### src/sv/sfpc_pkg.sv
// Shared types, codes and reset values of the stepper focuser position controller.
`timescale 1ns / 1ps

package sfpc_pkg;

   localparam int PERIOD_W = 20;
   localparam int STEP_W   = 16;
   localparam int POS_W    = 32;
   localparam int TIME_W   = 32;
   localparam int CSR_W    = 32;
   localparam int CSR_IDX_W = 3;
   localparam int OP_W     = 3;
   localparam int MODE_W   = 2;

   // request tdata: value, limit_pressed, padded to whole bytes
   localparam int REQ_DATA_W = 40;
   // response tdata: seven fields, padded to whole bytes
   localparam int RSP_DATA_W = 72;

   localparam logic [PERIOD_W-1:0] HOMING_PERIOD_RST = PERIOD_W'(5000);
   localparam logic [PERIOD_W-1:0] MOVING_PERIOD_RST = PERIOD_W'(2000);
   localparam logic [PERIOD_W-1:0] DEBOUNCE_RST      = PERIOD_W'(50000);
   localparam logic [STEP_W-1:0]   BUTTON_STEP_RST   = STEP_W'(100);

   localparam logic DIR_INWARD  = 1'b0;
   localparam logic DIR_OUTWARD = 1'b1;

   // external mode codes
   localparam logic [MODE_W-1:0] MODE_CODE_HOMING = 2'd0;
   localparam logic [MODE_W-1:0] MODE_CODE_MOVING = 2'd1;
   localparam logic [MODE_W-1:0] MODE_CODE_IDLE   = 2'd2;

   typedef enum logic [2:0] {
      MODE_HOMING = 3'b001,
      MODE_MOVING = 3'b010,
      MODE_IDLE   = 3'b100
   } mode_type;

   typedef enum logic [OP_W-1:0] {
      OP_TICK     = 3'd0,
      OP_MOVE_ABS = 3'd1,
      OP_MOVE_REL = 3'd2,
      OP_HOME     = 3'd3,
      OP_ABORT    = 3'd4,
      OP_BTN_UP   = 3'd5,
      OP_BTN_DOWN = 3'd6
   } op_type;

   typedef enum logic [CSR_IDX_W-1:0] {
      CSR_HOMING_PERIOD = 3'd0,
      CSR_MOVING_PERIOD = 3'd1,
      CSR_DEBOUNCE      = 3'd2,
      CSR_BUTTON_STEP   = 3'd3,
      CSR_RESYNC_EN     = 3'd4,
      CSR_HOME_POSITION = 3'd5
   } csr_index_type;

   function automatic logic [MODE_W-1:0] mode_code(input mode_type m);
      logic [MODE_W-1:0] code;
      unique case (m)
         MODE_HOMING: code = MODE_CODE_HOMING;
         MODE_MOVING: code = MODE_CODE_MOVING;
         default:     code = MODE_CODE_IDLE;
      endcase
      return code;
   endfunction

endpackage

### src/sv/stepper_focuser_position_control_core.sv
// Top level: stepper focuser position controller with homing and limit resync.
// A word accepted on req waits in the input register; its result goes to the result register, which drives rsp.
// Throughput: one word per cycle unless rsp stalls; the state update for a word fits between the two registers.
// Back-pressure on rsp stalls the input register only when the result register is still full.
// Reset (synchronous, active high) sets homing mode, position and target zero, step low,
// direction inward, timers cleared and all configuration registers to their defaults.
`timescale 1ns / 1ps

module stepper_focuser_position_control_core
   import sfpc_pkg::*;
(
   input  logic                  clock,
   input  logic                  reset,
   input  logic                  req_tvalid,
   output logic                  req_tready,
   input  logic [REQ_DATA_W-1:0] req_tdata,  // [31:0] value, [32] limit_pressed, rest zero
   input  logic [OP_W-1:0]       req_tuser,  // [2:0] op
   output logic                  rsp_tvalid,
   input  logic                  rsp_tready,
   // [0] step_level, [1] dir_out, [2] driver_enable, [4:3] mode, [36:5] position,
   // [68:37] target_position, [69] resynced, rest zero
   output logic [RSP_DATA_W-1:0] rsp_tdata,
   input  logic                  csr_we,
   input  logic [CSR_IDX_W-1:0]  csr_index,
   input  logic [CSR_W-1:0]      csr_wdata
);

   // configuration
   logic [PERIOD_W-1:0] homing_period_ff, moving_period_ff, debounce_ff;
   logic [STEP_W-1:0]   button_step_ff;
   logic                resync_en_ff;
   logic [POS_W-1:0]    home_position_ff;

   // input register
   logic             in_valid_ff;
   op_type           in_op_ff;
   logic [POS_W-1:0] in_value_ff;
   logic             in_limit_ff;

   // controller state
   mode_type            mode_ff, mode_in;
   logic [POS_W-1:0]    position_ff, position_in;
   logic [POS_W-1:0]    target_ff, target_in;
   logic                dir_ff, dir_in;
   logic                step_ff, step_in;
   logic [PERIOD_W-1:0] prescale_ff, prescale_in;
   logic [TIME_W-1:0]   time_ff, time_in;
   logic [TIME_W-1:0]   last_resync_ff, last_resync_in;
   logic                latched_ff, latched_in;
   logic                resynced;

   // result register
   logic                  out_valid_ff;
   logic [RSP_DATA_W-1:0] out_data_ff;

   logic advance;

   assign advance    = in_valid_ff && (!out_valid_ff || rsp_tready);
   assign req_tready = !in_valid_ff || advance;
   assign rsp_tvalid = out_valid_ff;
   assign rsp_tdata  = out_data_ff;

   always_ff @(posedge clock) begin
      if (reset) begin
         homing_period_ff <= HOMING_PERIOD_RST;
         moving_period_ff <= MOVING_PERIOD_RST;
         debounce_ff      <= DEBOUNCE_RST;
         button_step_ff   <= BUTTON_STEP_RST;
         resync_en_ff     <= 1'b1;
         home_position_ff <= '0;
      end else if (csr_we) begin
         case (csr_index)
            CSR_HOMING_PERIOD: homing_period_ff <= csr_wdata[PERIOD_W-1:0];
            CSR_MOVING_PERIOD: moving_period_ff <= csr_wdata[PERIOD_W-1:0];
            CSR_DEBOUNCE:      debounce_ff      <= csr_wdata[PERIOD_W-1:0];
            CSR_BUTTON_STEP:   button_step_ff   <= csr_wdata[STEP_W-1:0];
            CSR_RESYNC_EN:     resync_en_ff     <= csr_wdata[0];
            CSR_HOME_POSITION: home_position_ff <= csr_wdata[POS_W-1:0];
            default: ;
         endcase
      end
   end

   always_ff @(posedge clock) begin
      if (reset) begin
         in_valid_ff <= 1'b0;
      end else if (req_tready) begin
         in_valid_ff <= req_tvalid;
      end
   end

   always_ff @(posedge clock) begin
      if (req_tready && req_tvalid) begin
         in_op_ff    <= op_type'(req_tuser);
         in_value_ff <= req_tdata[POS_W-1:0];
         in_limit_ff <= req_tdata[POS_W];
      end
   end

   always_comb begin
      logic [PERIOD_W-1:0] period;
      logic [PERIOD_W:0]   count_inc;
      logic                half_step;
      logic                pulse;
      logic                target_write;
      logic [POS_W-1:0]    next_target;

      mode_in        = mode_ff;
      position_in    = position_ff;
      target_in      = target_ff;
      dir_in         = dir_ff;
      step_in        = step_ff;
      prescale_in    = prescale_ff;
      time_in        = time_ff;
      last_resync_in = last_resync_ff;
      latched_in     = latched_ff;
      resynced       = 1'b0;
      half_step      = 1'b0;
      pulse          = 1'b0;
      target_write   = 1'b0;
      next_target    = target_ff;

      period    = (mode_ff == MODE_HOMING) ? homing_period_ff : moving_period_ff;
      if (period == '0) begin
         period = PERIOD_W'(1);
      end
      count_inc = {1'b0, prescale_ff} + (PERIOD_W+1)'(1);

      case (in_op_ff)
         OP_TICK: begin
            time_in = time_ff + TIME_W'(1);
            if (mode_ff != MODE_IDLE) begin
               if (count_inc >= {1'b0, period}) begin
                  prescale_in = '0;
                  half_step   = 1'b1;
               end else begin
                  prescale_in = count_inc[PERIOD_W-1:0];
               end
            end
         end
         OP_MOVE_ABS: begin
            if (in_value_ff != position_ff) begin
               target_write = 1'b1;
               next_target  = in_value_ff;
               mode_in      = MODE_MOVING;
               prescale_in  = '0;
            end
         end
         OP_MOVE_REL: begin
            if (in_value_ff != '0) begin
               target_write = 1'b1;
               next_target  = target_ff + in_value_ff;
               mode_in      = MODE_MOVING;
               prescale_in  = '0;
            end
         end
         OP_HOME: begin
            mode_in     = MODE_HOMING;
            prescale_in = '0;
         end
         OP_ABORT: begin
            mode_in     = MODE_IDLE;
            prescale_in = '0;
            target_in   = position_ff;
         end
         OP_BTN_UP: begin
            target_write = 1'b1;
            next_target  = target_ff + {{(POS_W-STEP_W){1'b0}}, button_step_ff};
         end
         OP_BTN_DOWN: begin
            target_write = 1'b1;
            next_target  = target_ff - {{(POS_W-STEP_W){1'b0}}, button_step_ff};
         end
         default: ;
      endcase

      // direction follows the target only when it actually moves
      if (target_write) begin
         if ($signed(next_target) > $signed(target_ff)) begin
            dir_in = DIR_OUTWARD;
         end else if ($signed(next_target) < $signed(target_ff)) begin
            dir_in = DIR_INWARD;
         end
         target_in = next_target;
      end

      if (half_step) begin
         pulse = 1'b1;
         if (mode_ff == MODE_HOMING) begin
            dir_in = DIR_INWARD;
            if (in_limit_ff) begin
               mode_in     = MODE_IDLE;
               position_in = home_position_ff;
               target_in   = home_position_ff;
               pulse       = 1'b0;
            end
         end else begin
            if ($signed(position_ff) > $signed(target_ff)) begin
               dir_in = DIR_INWARD;
            end else if ($signed(position_ff) < $signed(target_ff)) begin
               dir_in = DIR_OUTWARD;
            end else begin
               mode_in = MODE_IDLE;
               pulse   = 1'b0;
            end
            // fresh, debounced press while driving inward zeroes the count
            if (resync_en_ff) begin
               if (dir_in == DIR_INWARD && in_limit_ff && !latched_ff &&
                   (time_in - last_resync_ff) >= {{(TIME_W-PERIOD_W){1'b0}}, debounce_ff}) begin
                  latched_in     = 1'b1;
                  last_resync_in = time_in;
                  position_in    = '0;
                  resynced       = 1'b1;
               end
               if (!in_limit_ff) begin
                  latched_in = 1'b0;
               end
            end
         end
      end

      // count on the rising edge of the step line
      if (pulse) begin
         step_in = !step_ff;
         if (step_in) begin
            position_in = (dir_in == DIR_OUTWARD) ? position_in + POS_W'(1)
                                                  : position_in - POS_W'(1);
         end
      end
   end

   always_ff @(posedge clock) begin
      if (reset) begin
         mode_ff        <= MODE_HOMING;
         position_ff    <= '0;
         target_ff      <= '0;
         dir_ff         <= DIR_INWARD;
         step_ff        <= 1'b0;
         prescale_ff    <= '0;
         time_ff        <= '0;
         last_resync_ff <= '0;
         latched_ff     <= 1'b0;
      end else if (advance) begin
         mode_ff        <= mode_in;
         position_ff    <= position_in;
         target_ff      <= target_in;
         dir_ff         <= dir_in;
         step_ff        <= step_in;
         prescale_ff    <= prescale_in;
         time_ff        <= time_in;
         last_resync_ff <= last_resync_in;
         latched_ff     <= latched_in;
      end
   end

   always_ff @(posedge clock) begin
      if (reset) begin
         out_valid_ff <= 1'b0;
      end else if (advance) begin
         out_valid_ff <= 1'b1;
      end else if (rsp_tready) begin
         out_valid_ff <= 1'b0;
      end
   end

   always_ff @(posedge clock) begin
      if (advance) begin
         out_data_ff <= {2'b00, resynced, target_in, position_in, mode_code(mode_in),
                         mode_in != MODE_IDLE, dir_in, step_in};
      end
   end

`ifndef SYNTHESIS
   a_idle_prescale_clear: assert property (@(posedge clock) disable iff (reset)
      (mode_ff == MODE_IDLE) |-> (prescale_ff == '0))
      else $error("prescaler running while idle");

   a_resync_position: assert property (@(posedge clock) disable iff (reset)
      (rsp_tvalid && rsp_tdata[69]) |->
         ((rsp_tdata[36:5] == 32'h0 || rsp_tdata[36:5] == 32'hFFFF_FFFF) && !rsp_tdata[1]))
      else $error("resync result with position away from zero or outward direction");

   a_state_holds_without_advance: assert property (@(posedge clock) disable iff (reset)
      !advance |=> ($stable(position_ff) && $stable(target_ff) && $stable(time_ff)))
      else $error("controller state changed without a word advancing");
`endif

endmodule

### config.mk
export PLATFORM = sky130hd
export DESIGN_NAME = stepper_focuser_position_control_core
export DESIGN_NICKNAME = d
export VERILOG_FILES = /design/src/sv/sfpc_pkg.sv /design/src/sv/stepper_focuser_position_control_core.sv
export SDC_FILE = /design/constraint.sdc
export NUM_CORES = 1
export LEC_CHECK = 0
export ABC_CLOCK_PERIOD_IN_PS = 12590
export BUFFER_PORTS_ARGS = -buffer_cell sky130_fd_sc_hd__buf_2
export CAP_MARGIN = 20
export CELL_PAD_IN_SITES_DETAIL_PLACEMENT = 0
export CELL_PAD_IN_SITES_GLOBAL_PLACEMENT = 1
export CORE_MARGIN = 5
export CORE_UTILIZATION = 47
export CTS_CLUSTER_SIZE = 40
export DETAILED_ROUTE_END_ITERATION = 12
export GPL_TIMING_DRIVEN = 0
export PLACE_DENSITY_LB_ADDON = 0.1
export SYNTH_ARGS = -nofsm -noshare
export SYNTH_HDL_FRONTEND = slang
export SYNTH_SLANG_ARGS = --single-unit
### constraint.sdc
create_clock -name clock -period 12.59 [get_ports clock]
set_input_delay 3.777 -clock clock [delete_from_list [all_inputs] [get_ports clock]]
set_output_delay 3.777 -clock clock [all_outputs]
set_load 0.005 [all_outputs]
Yosys cells after proc, flatten, opt, wreduce, memory -nomap -nowiden
Index checks and enable logic that the tools add are counted.

operators by class
  magnitude comparators = 6
  $add $sub $neg = 8
  equal/unequal tests = 21
  bitwise operators = 4
  reduce and logical (&&, ||, !) cells = 29
  multiplexer cells = 59

operators by type and width
  kind                                                                    count
  32-bit 2-to-1 mux                                                       16
  32-bit one-hot mux with 4 select lines                                  1
  20-bit 2-to-1 mux                                                       6
  20-bit one-hot mux with 4 select lines                                  1
  32-bit by 1-bit adder with 32-bit output (second input constant)        2
  32-bit > comparator                                                     2
  32-bit < comparator                                                     2
  32-bit by 16-bit adder with 32-bit output                               1
  32-bit adder                                                            1
  32-bit by 20-bit greater-or-equal comparator with 1-bit output          1
  32-bit != test                                                          1
  32-bit nonzero test                                                     1
  32-bit by 1-bit subtractor with 32-bit output (second input constant)   1
  32-bit by 16-bit subtractor with 32-bit output                          1
  32-bit subtractor                                                       1
  1-bit 2-to-1 mux                                                        25
  20-bit by 1-bit adder with 21-bit output (second input constant)        1
  21-bit by 20-bit greater-or-equal comparator with 1-bit output          1
  3-bit 2-to-1 mux                                                        7
  20-bit zero test                                                        1
  3-bit by 2-bit equality test with 1-bit output (second input constant)  5
  3-bit equality test (second input constant)                             5
  5-bit AND reduction                                                     3
  3-bit by 1-bit equality test with 1-bit output (second input constant)  4
  16 further kinds                                                        37

word-level totals
  flip-flop bits (word level) = 371
  input port bits = 83
  word-level logic and storage cells = 149

Depth between registers and ports, before layout
Gate-level depths: netlist of the first run.

  word-level depth = 23
  mapped depth = 51
  gate-level depth less buffers = 48

Worst setup path before layout of the first run
OpenSTA, ideal clock, no wires.

  kind = flip-flop to flip-flop
  start = register in_op_ff[2]
  end = register out_data_ff[35], in the netlist rsp_tdata[35], data pin
  data required time = 12.327 ns
  buffers on the path = 6
  setup slack = 2.875 ns
  data arrival time = 9.452 ns
  cell stages (with the launch flop) = 48
  path through = edfxtp_1 > buf_2 > clkbuf_1 > clkbuf_1 > nand2_1 > clkbuf_1 > o21ai_0 > inv_1 > ha_1 > nor2b_1 > o21ai_0 > a21oi_1 > o41a_1 > o2111ai_1 > a21oi_1 > nor2_1 > o21ai_0 > o21ai_0 > [... 12 more ...] > nor2_2 > buf_2 > buf_2 > a21boi_1 > inv_1 > ha_1 > a21o_1 > a21o_1 > a21o_1 > a21oi_1 > a31o_2 > nor3_1 > a211oi_1 > a21oi_1 > a41o_1 > o41a_1 > xor2_1 > mux2_2

between the ends
  cells in the longest elaborated chain, start to end = 22

RTL lines
  item                                                                                                              RTL line                                                                                    RTL
  from (decl)                                                                                                       stepper_focuser_position_control_core.sv:36                                                 op_type in_op_ff;
  from (signal assigned)                                                                                            stepper_focuser_position_control_core.sv:94                                                 in_op_ff <= op_type'(req_tuser);
  3-bit equality test, or another cell as far along                                                                 stepper_focuser_position_control_core.sv:129                                                case (in_op_ff)
  32-bit one-hot mux with 4 select lines                                                                            stepper_focuser_position_control_core.sv:129
  32-bit < comparator                                                                                               stepper_focuser_position_control_core.sv:181                                                end else if ($signed(next_target) < $signed(target_ff)) begin
  1-bit 2-to-1 mux                                                                                                  stepper_focuser_position_control_core.sv:181
  1-bit 2-to-1 mux                                                                                                  stepper_focuser_position_control_core.sv:179                                                if ($signed(next_target) > $signed(target_ff)) begin
  1-bit 2-to-1 mux                                                                                                  stepper_focuser_position_control_core.sv:178                                                if (target_write) begin
  1-bit 2-to-1 mux                                                                                                  stepper_focuser_position_control_core.sv:200                                                end else if ($signed(position_ff) < $signed(target_ff)) begin
  1-bit 2-to-1 mux                                                                                                  stepper_focuser_position_control_core.sv:198                                                if ($signed(position_ff) > $signed(target_ff)) begin
  [... 7 more ...]                                                                                                  --
  32-bit 2-to-1 mux                                                                                                 stepper_focuser_position_control_core.sv:207                                                if (resync_en_ff) begin
  32-bit 2-to-1 mux                                                                                                 stepper_focuser_position_control_core.sv:189                                                if (mode_ff == MODE_HOMING) begin
  32-bit 2-to-1 mux                                                                                                 stepper_focuser_position_control_core.sv:187                                                if (half_step) begin
  32-bit by 1-bit subtractor with 32-bit output / 32-bit by 1-bit adder with 32-bit output (equally long branches)  stepper_focuser_position_control_core.sv:227, stepper_focuser_position_control_core.sv:226
  32-bit 2-to-1 mux                                                                                                 stepper_focuser_position_control_core.sv:226                                                position_in = (dir_in == DIR_OUTWARD) ? position_in + POS_W'(1)
  32-bit 2-to-1 mux                                                                                                 stepper_focuser_position_control_core.sv:225                                                if (step_in) begin
  32-bit 2-to-1 mux (*)                                                                                             stepper_focuser_position_control_core.sv:223                                                if (pulse) begin
  via position_in[30]                                                                                               stepper_focuser_position_control_core.sv:42                                                 logic [POS_W-1:0] position_ff, position_in;
  to (signal assigned)                                                                                              stepper_focuser_position_control_core.sv:268                                                out_data_ff <= {2'b00, resynced, target_in, position_in, mode_code(mode_in),
  to (decl)                                                                                                         stepper_focuser_position_control_core.sv:54                                                 logic [RSP_DATA_W-1:0] out_data_ff;

Mark *: on every way through the listed nets, which the timed path passes. The rest lies on a longest branch. The select of a mux whose other input is x is not followed.
A chain may end at the register's enable or synchronous reset.

Worst setup path after layout of the first run
  start = register in_op_ff[2]
  end = register position_ff[30]

between the ends
  cells in the longest elaborated chain, start to end = 22

RTL lines
  item                                                                                                              RTL line                                                                                    RTL
  3-bit equality test, or another cell as far along                                                                 stepper_focuser_position_control_core.sv:129
  32-bit one-hot mux with 4 select lines                                                                            stepper_focuser_position_control_core.sv:129
  32-bit < comparator                                                                                               stepper_focuser_position_control_core.sv:181
  1-bit 2-to-1 mux                                                                                                  stepper_focuser_position_control_core.sv:181
  1-bit 2-to-1 mux                                                                                                  stepper_focuser_position_control_core.sv:179
  1-bit 2-to-1 mux                                                                                                  stepper_focuser_position_control_core.sv:178
  1-bit 2-to-1 mux                                                                                                  stepper_focuser_position_control_core.sv:200
  1-bit 2-to-1 mux                                                                                                  stepper_focuser_position_control_core.sv:198
  [... 7 more ...]                                                                                                  --
  32-bit 2-to-1 mux                                                                                                 stepper_focuser_position_control_core.sv:207
  32-bit 2-to-1 mux                                                                                                 stepper_focuser_position_control_core.sv:189
  32-bit 2-to-1 mux                                                                                                 stepper_focuser_position_control_core.sv:187
  32-bit by 1-bit subtractor with 32-bit output / 32-bit by 1-bit adder with 32-bit output (equally long branches)  stepper_focuser_position_control_core.sv:227, stepper_focuser_position_control_core.sv:226
  32-bit 2-to-1 mux                                                                                                 stepper_focuser_position_control_core.sv:226
  32-bit 2-to-1 mux                                                                                                 stepper_focuser_position_control_core.sv:225
  32-bit 2-to-1 mux (*)                                                                                             stepper_focuser_position_control_core.sv:223
  via position_in[30]                                                                                               stepper_focuser_position_control_core.sv:42
  to (signal assigned)                                                                                              stepper_focuser_position_control_core.sv:245                                                position_ff <= position_in;
  to (decl)                                                                                                         stepper_focuser_position_control_core.sv:42

Marked as above.

==> summary.txt, run 1 <==
Mapped Avg Cell Area: 8.04 um^2
Peak supply drop: 0.0000996 V
First-pass DRT Iterations: 6
Root Driver: clkbuf_16
H-tree depth: 2
DRC viols: 0
Die height: 248 um
CP Data Required Time: 13040 ps
Worst Hold Class: flop to flop
WS Path Type: flop to flop
P per Cell Area: 114 nW/um^2
Vias/cell: 6.08
Synth-to-Final Area Change: 12.5%
Critical Path End Type: flop
Async set-or-reset flop fraction in the synthesized netlist: 0%
Clk_lat worst skew: 600 ps
WL/cell: 24.1 um
FP Rows: 87
Largest net degree at the start of global routing: 41
Worst path max stage delay: 600 ps
Post-synth EDFFs: 106
CTS Buffer Depth: 3
First-pass GRT wire length: 152000 um
Buffers plus inverters on the worst setup path: 7
CTS tree: built
I/O Buffers: 144
Initial antenna violation count: 0
Initial core utilization: 47.4%
Worst path arrival time: 12290 ps
Fmax: 0.0844 GHz
Inserted Clock Buffers: 44
Total power: 3.44 mW
Critical Path Most Common Cell: a21oi_1
Chip width: 248 um
Dpl hpwl: 82100 um
Post CTS Setup Buffer Count: 0
Final Skew: 36.6 ps
Area leader, netlist: dfxtp_1
FF/Latch Area: 8490 um^2
Min cycle time layout: 11840 ps
Setup violators final: 0
Final cell count without fillers: 4310
Post-Synthesis Cells: 3322
Slowest CP cell: a221oi_1
Register area share after synthesis: 31.8%
Leak: 12.7 nW
Area of the multi-input gates: 17000 um^2
Top cells by count, synth: 526 x nand2_1, 338 x a21oi_1, 265 x dfxtp_1
# IOs: 157
# fillers: 5492
Hold Fails Final Rpt: 0
DRT Wirelength: 104000 um
Ys flop type: dfxtp_1
Top cell type's share of synthesized area: 19.9%
Synth Register Bits: 371
Mapped Area: 26700 um^2
Post-DRT Antenna Nets: 0
Yosys warning count: 0
GRT overflow: 0
Netlist cell types: 96
Number of global-route vias before repair: 25000
Total Routing Usage GR: 32.4%
Share of layout cells above drive strength 1: 8.56%
Pins Over Slew Limit: 0
Crit-path leading delay family: compound AO/OA/AOI/OAI gates
Startpoint Class: flop
Count leader, synth: nand2_1
CTS Sinks: 371
Slew headroom: 27.9%
Vias: 26200
Full die area: 61700 um^2
Core ar.: 56400 um^2
Crit path max fanout: 19
Routability cong.: 0.954
Measured slew at the worst slew-check pin: 1080 ps
Clock slew at reported path FFs: 60 ps
Most area-consuming cells after synthesis: dfxtp_1 20%, edfxtp_1 12%, ha_1 11%
Iteration-0 DRC Markers: 2377
Final nets: 3835
Status: complete, no violations
Placed cells: 4228
Max Cap Viol: 0
Tcrit/Tclk final: 94.1%
## power by group
part	switching, mW	leakage, nW	total, mW	internal [mW]
combinational	0.476	8.82	0.742	0.266
sequential	0.0511	3.17	1.33	1.27
clock	0.559	0.759	1.37	0.810
## routing by layer
| layer | wire length (um) | track usage, % | vias up |
|---|---|---|---|
| met1 | 43900 | 42.7 | 12500 |
| met3 | 7130 | 3.93 | 262 |
| met4 | 5250 | 13.9 | 0 |
| li1 | - | - | 12300 |
| met2 | 47500 | 54.0 | 1086 |
| met5 | 0 | 0 | - |
## final timing paths
path              depth (start not counted)           startpoint  slack (ps)             endpoint
setup / recovery                         46          in_op_ff[2]         750      position_ff[30]
setup reg to reg                         46          in_op_ff[2]         750      position_ff[30]
hold reg to reg                           2  moving_period_ff[1]         450  moving_period_ff[1]
hold / removal                            2  moving_period_ff[1]         450  moving_period_ff[1]
## registers in the layout (all words and copies together), names as in the netlist
register	count
rsp_tdata	70
home_position_ff	32
in_value_ff	32
last_resync_ff	32
position_ff	32
target_ff	32
time_ff	32
debounce_ff	20
homing_period_ff	20
moving_period_ff	20
prescale_ff	20
button_step_ff	16
in_op_ff	3
mode_ff	3
dir_ff	1
in_limit_ff	1
in_valid_ff	1
latched_ff	1
resync_en_ff	1
rsp_tvalid	1
step_ff	1
## kinds of logic after synthesis
kind of cell / share of synthesized area, %
xor+xnor: 6.79
mux: 3.25
simple gates: 20.8
flops: 31.8
compound gates: 21.6
other cells: 0.0140
buf+inv: 4.67
fa+ha+maj: 11.1
## worst reg2reg max path, delay by kind of cell, from the launching register on
family,cells,cell delay [ps]
and+or+nand+nor,10,1970
xor gates and xnor gates,2,270
DFF,1,420
AOI/OAI and AO/OA,22,5900
muxes,2,690
buffers and inverters,7,1550
adders and majority gates,3,940
## through the flow
step	setup slack, ps	TNS (ps)	instance area (um^2)	utilization [%]	hold WS, ps
after global placement	-881	-11580	28400	50.3	443
after detailed placement	-1030	-17320	28400	50.4	447
after CTS	69.2	0	30000	53.2	454
after floorplan	2880	0	26700	-	436
final	747	0	30000	53.3	454
after global routing	-12.7	-12.7	30000	53.3	474
## layout make-up
class                      instances  area share, %
clock inverter                    29           1.17
timing repair buffer             149           2.55
antenna                            1        0.00833
sequential                       371           28.3
clock buffer                      53           3.98
multi-input combinational       2633           56.7
buffer                           166           2.28
tap                              756           3.15
inverter                         152           1.90
## placed cells by master, fill, tap and decap left out, types with 31 or more instances in the layout
master	netlist	final
ha_1	231	231
clkbuf_1	136	137
nand3_1	58	58
dfxtp_1	265	265
a21o_1	65	65
nor2_1	262	262
xnor2_1	133	133
nand3b_1	31	31
nand2_1	526	526
o21ai_0	144	142
xor2_1	74	74
edfxtp_1	106	106
a21oi_1	338	337
inv_1	150	150
a211oi_1	33	33
clkbuf_16	0	45
o21a_1	43	43
nand4_1	60	60
nor3_1	77	76
mux2i_1	71	70
buf_2	14	161
## what timing repair did
action	in CTS	in global routing
endpoints found under the setup margin	42	26
hold buffers	0	0
endpoints found under the hold margin	0	0
gates resized for setup	6	12
pin swaps	0	1
No activity file was read; power rests on OpenSTA's default activity.
==> inputs of run 2 (changes only) <==
Settings changed: CELL_PAD_IN_SITES_DETAIL_PLACEMENT 0 to unset, CELL_PAD_IN_SITES_GLOBAL_PLACEMENT 1 to unset, CORE_UTILIZATION 47 to 63, PLACE_DENSITY set to 0.82, PLACE_DENSITY_LB_ADDON 0.1 to unset.
==> run 2 against run 1 <==
Effect of this change:
- register-to-register slack got worse by 300 ps
- first-iteration DRC count increased by 50%
- fmax is 2.5% lower
- clock power down 9%
- wire length shrank 3.1%
- die area decreased by 24%
- global-route usage is 8.6 points higher
- critical path type unchanged
- critical endpoint unchanged
- combinational power rose by 0.7%
==> summary.txt, run 2 (same netlist as run 1, synthesis figures left out) <==
Clock slew at reported path FFs: 60 ps (about the same)
WHS Path Cells: 2 (unchanged)
CTS Buffer Depth: 3 (unchanged)
H-tree depth: 2 (unchanged)
Worst R2R Start: in_op_ff[2] (unchanged)
Iteration-0 DRC Markers: 3570 (was 2377)
Pins Over Slew Limit: 0 (unchanged)
Core Util, Final: 70.7% (was 53.3%)
Max Cap Viol: 0 (unchanged)
CTS Sinks: 371 (unchanged)
GRT overflow: 0 (unchanged)
Buffers plus inverters on the worst setup path: 7 (unchanged)
Initial core utilization: 63.7% (was 47.4%)
Largest net degree at the start of global routing: 42 (was 41)
Measured slew at the worst slew-check pin: 1090 ps (was 1080 ps)
Final Skew: 20.0 ps (was 36.6 ps)
Worst Hold Class: flop to flop (unchanged)
Met2 WL post-DR: 44400 um (was 47500 um)
P per Cell Area: 112 nW/um^2 (was 114 nW/um^2)
Hold buffer count at cts: 0 (unchanged)
Startpoint Class: flop (unchanged)
Reg-to-Reg End: position_ff[30] (unchanged)
Core ar.: 41900 um^2 (was 56400 um^2)
Die height: 216 um (was 248 um)
Slowest CP cell: or4_4 (was a221oi_1)
Min cycle time layout: 12140 ps (was 11840 ps)
Routability cong.: 1.03 (was 0.954)
Comb pwr share: 22.5% (was 21.6%)
Setup violators final: 0 (unchanged)
Commonest non-fill, non-tap cells in the layout: 526 x nand2_1, 337 x a21oi_1, 265 x dfxtp_1 (unchanged)
Hold endpoint: homing_period_ff[2] (was moving_period_ff[1])
Vias/cell: 6.78 (was 6.08)
Crit path max fanout: 19 (unchanged)
Net Sw Frac: 32.3% (was 31.6%)
Reg2Reg Depth: 49 (was 46)
Vias: 27800 (was 26200)
DRT Wirelength: 100000 um (was 104000 um)
DRC viols: 0 (unchanged)
Worst R2R Setup Slack: 450 ps (was 750 ps)
CTS tree: built (unchanged)
Leak: 12.7 nW (about the same)
WS Path Type: flop to flop (unchanged)
Tcrit/Tclk final: 96.5% (was 94.1%)
Fmax: 0.0823 GHz (was 0.0844 GHz)
Final nets: 3835 (unchanged)
I/O Buffers: 144 (unchanged)
Root Driver: clkbuf_16 (unchanged)
Hold_sp: homing_period_ff[2] (was moving_period_ff[1])
First-pass GRT wire length: 151000 um (was 152000 um)
Max reg flops: 70 (unchanged)
Sum Neg Setup Slack: 0 ps (unchanged)
Dpl hpwl: 77400 um (was 82100 um)
Chip width: 216 um (was 248 um)
WL met1: 36900 um (was 43900 um)
Switching power: 1.07 mW (was 1.09 mW)
Full die area: 46600 um^2 (was 61700 um^2)
Total Routing Usage GR: 41.0% (was 32.4%)
Initial antenna violation count: 3 (was 0)
Clk_lat worst skew: 590 ps (was 600 ps)
Slew headroom: 27.5% (was 27.9%)
Worst path max stage delay: 580 ps (was 600 ps)
Commonest non-fill, non-tap cell in the layout: nand2_1 (unchanged)
Sequential power share: 40.0% (was 38.6%)
Internal Power: 2.25 mW (was 2.35 mW)
Crit-path leading delay family: compound AO/OA/AOI/OAI gates (unchanged)
Worst path arrival time: 12570 ps (was 12290 ps)
Hold Fails Final Rpt: 0 (unchanged)
Synth-to-Final Area Change: 11.0% (was 12.5%)
Inserted Clock Buffers: 42 (was 44)
Peak supply drop: 0.000126 V (was 0.0000996 V)
FP Rows: 75 (was 87)
CP Data Required Time: 13010 ps (was 13040 ps)
Critical Path End Type: flop (unchanged)
# IOs: 157 (unchanged)
Top sig layer: met5 (was met4)
Status: complete, no violations (unchanged)
Number of global-route vias before repair: 26300 (was 25000)
WL/cell: 24.5 um (was 24.1 um)
Clk pwr share: 37.5% (was 39.8%)
Unrepaired setup endpoints after global routing: no
Share of layout cells above drive strength 1: 8.56% (about the same)
First-pass DRT Iterations: 7 (was 6)
Post-DRT Antenna Nets: 0 (unchanged)
Metal3 WL: 11000 um (was 7130 um)
Hold_ws: 457 ps (was 454 ps)
-- run 2: how the worst max path moves through the flow --
stage / startpoint / cells after the start / to / slack (ps)
final: in_op_ff[2] / 49 / position_ff[30] / 450
after CTS: in_op_ff[2] / 49 / position_ff[30] / 30
after detailed placement: in_op_ff[2] / 50 / position_ff[30] / -1190
after global routing: in_op_ff[2] / 49 / position_ff[30] / 110
after floorplan: in_op_ff[2] / 47 / rsp_tdata[35] / 2880
after global placement: in_op_ff[2] / 50 / position_ff[30] / -870
-- run 2: area by class of cell --
type | count | area [um^2]
repair buffers | 151 | 805
diodes | 4 | 10.0
inverters | 152 | 571
clock buffers | 57 | 1180
fillers | 3203 | 12300
well taps | 539 | 674
plain buffers | 166 | 681
flip-flops and latches | 371 | 8490
clock inverters | 20 | 208
multi-input cells | 2633 | 17000
-- run 2: power groups by stage --
stage	sequential, mW	clock (mW)	combinational, mW
2_1_floorplan	1.33	0	0.484
3_3_place_gp	1.35	0	0.678
3_5_place_dp	1.35	0	0.707
4_1_cts	1.32	1.25	0.715
5_1_grt	1.33	1.30	0.800
6_report	1.33	1.25	0.747
-- run 2: routing by layer --
layer,global-route usage (%),up-vias
met1,51.1,13000
met4,25.6,2
met5,0,-
li1,-,12300
met3,7.47,509
met2,66.2,1945
-- run 2: tightest hold or removal path, cell delays in order, from the launching register on --
cell,delay [ps]
dfxtp_1,310
nand2_1,50
a21oi_1,50
-- run 2: what timing repair did --
action,CTS,global route
buffers inserted,0,0
pin swaps,0,1
resized for setup,4,15
setup endpoints to repair,43,20
-- run 2: per-stage QoR --
stage / power, mW / setup slack, ps / instance area, um^2 / std cells
2_1_floorplan: 1.81 / 2880 / 26700 / 3323
3_3_place_gp: 2.03 / -871 / 28100 / 4006
3_5_place_dp: 2.06 / -1190 / 28200 / 4012
4_1_cts: 3.29 / 34.2 / 29600 / 4088
5_1_grt: 3.42 / 107 / 29600 / 4089
6_report: 3.32 / 447 / 29600 / 4093
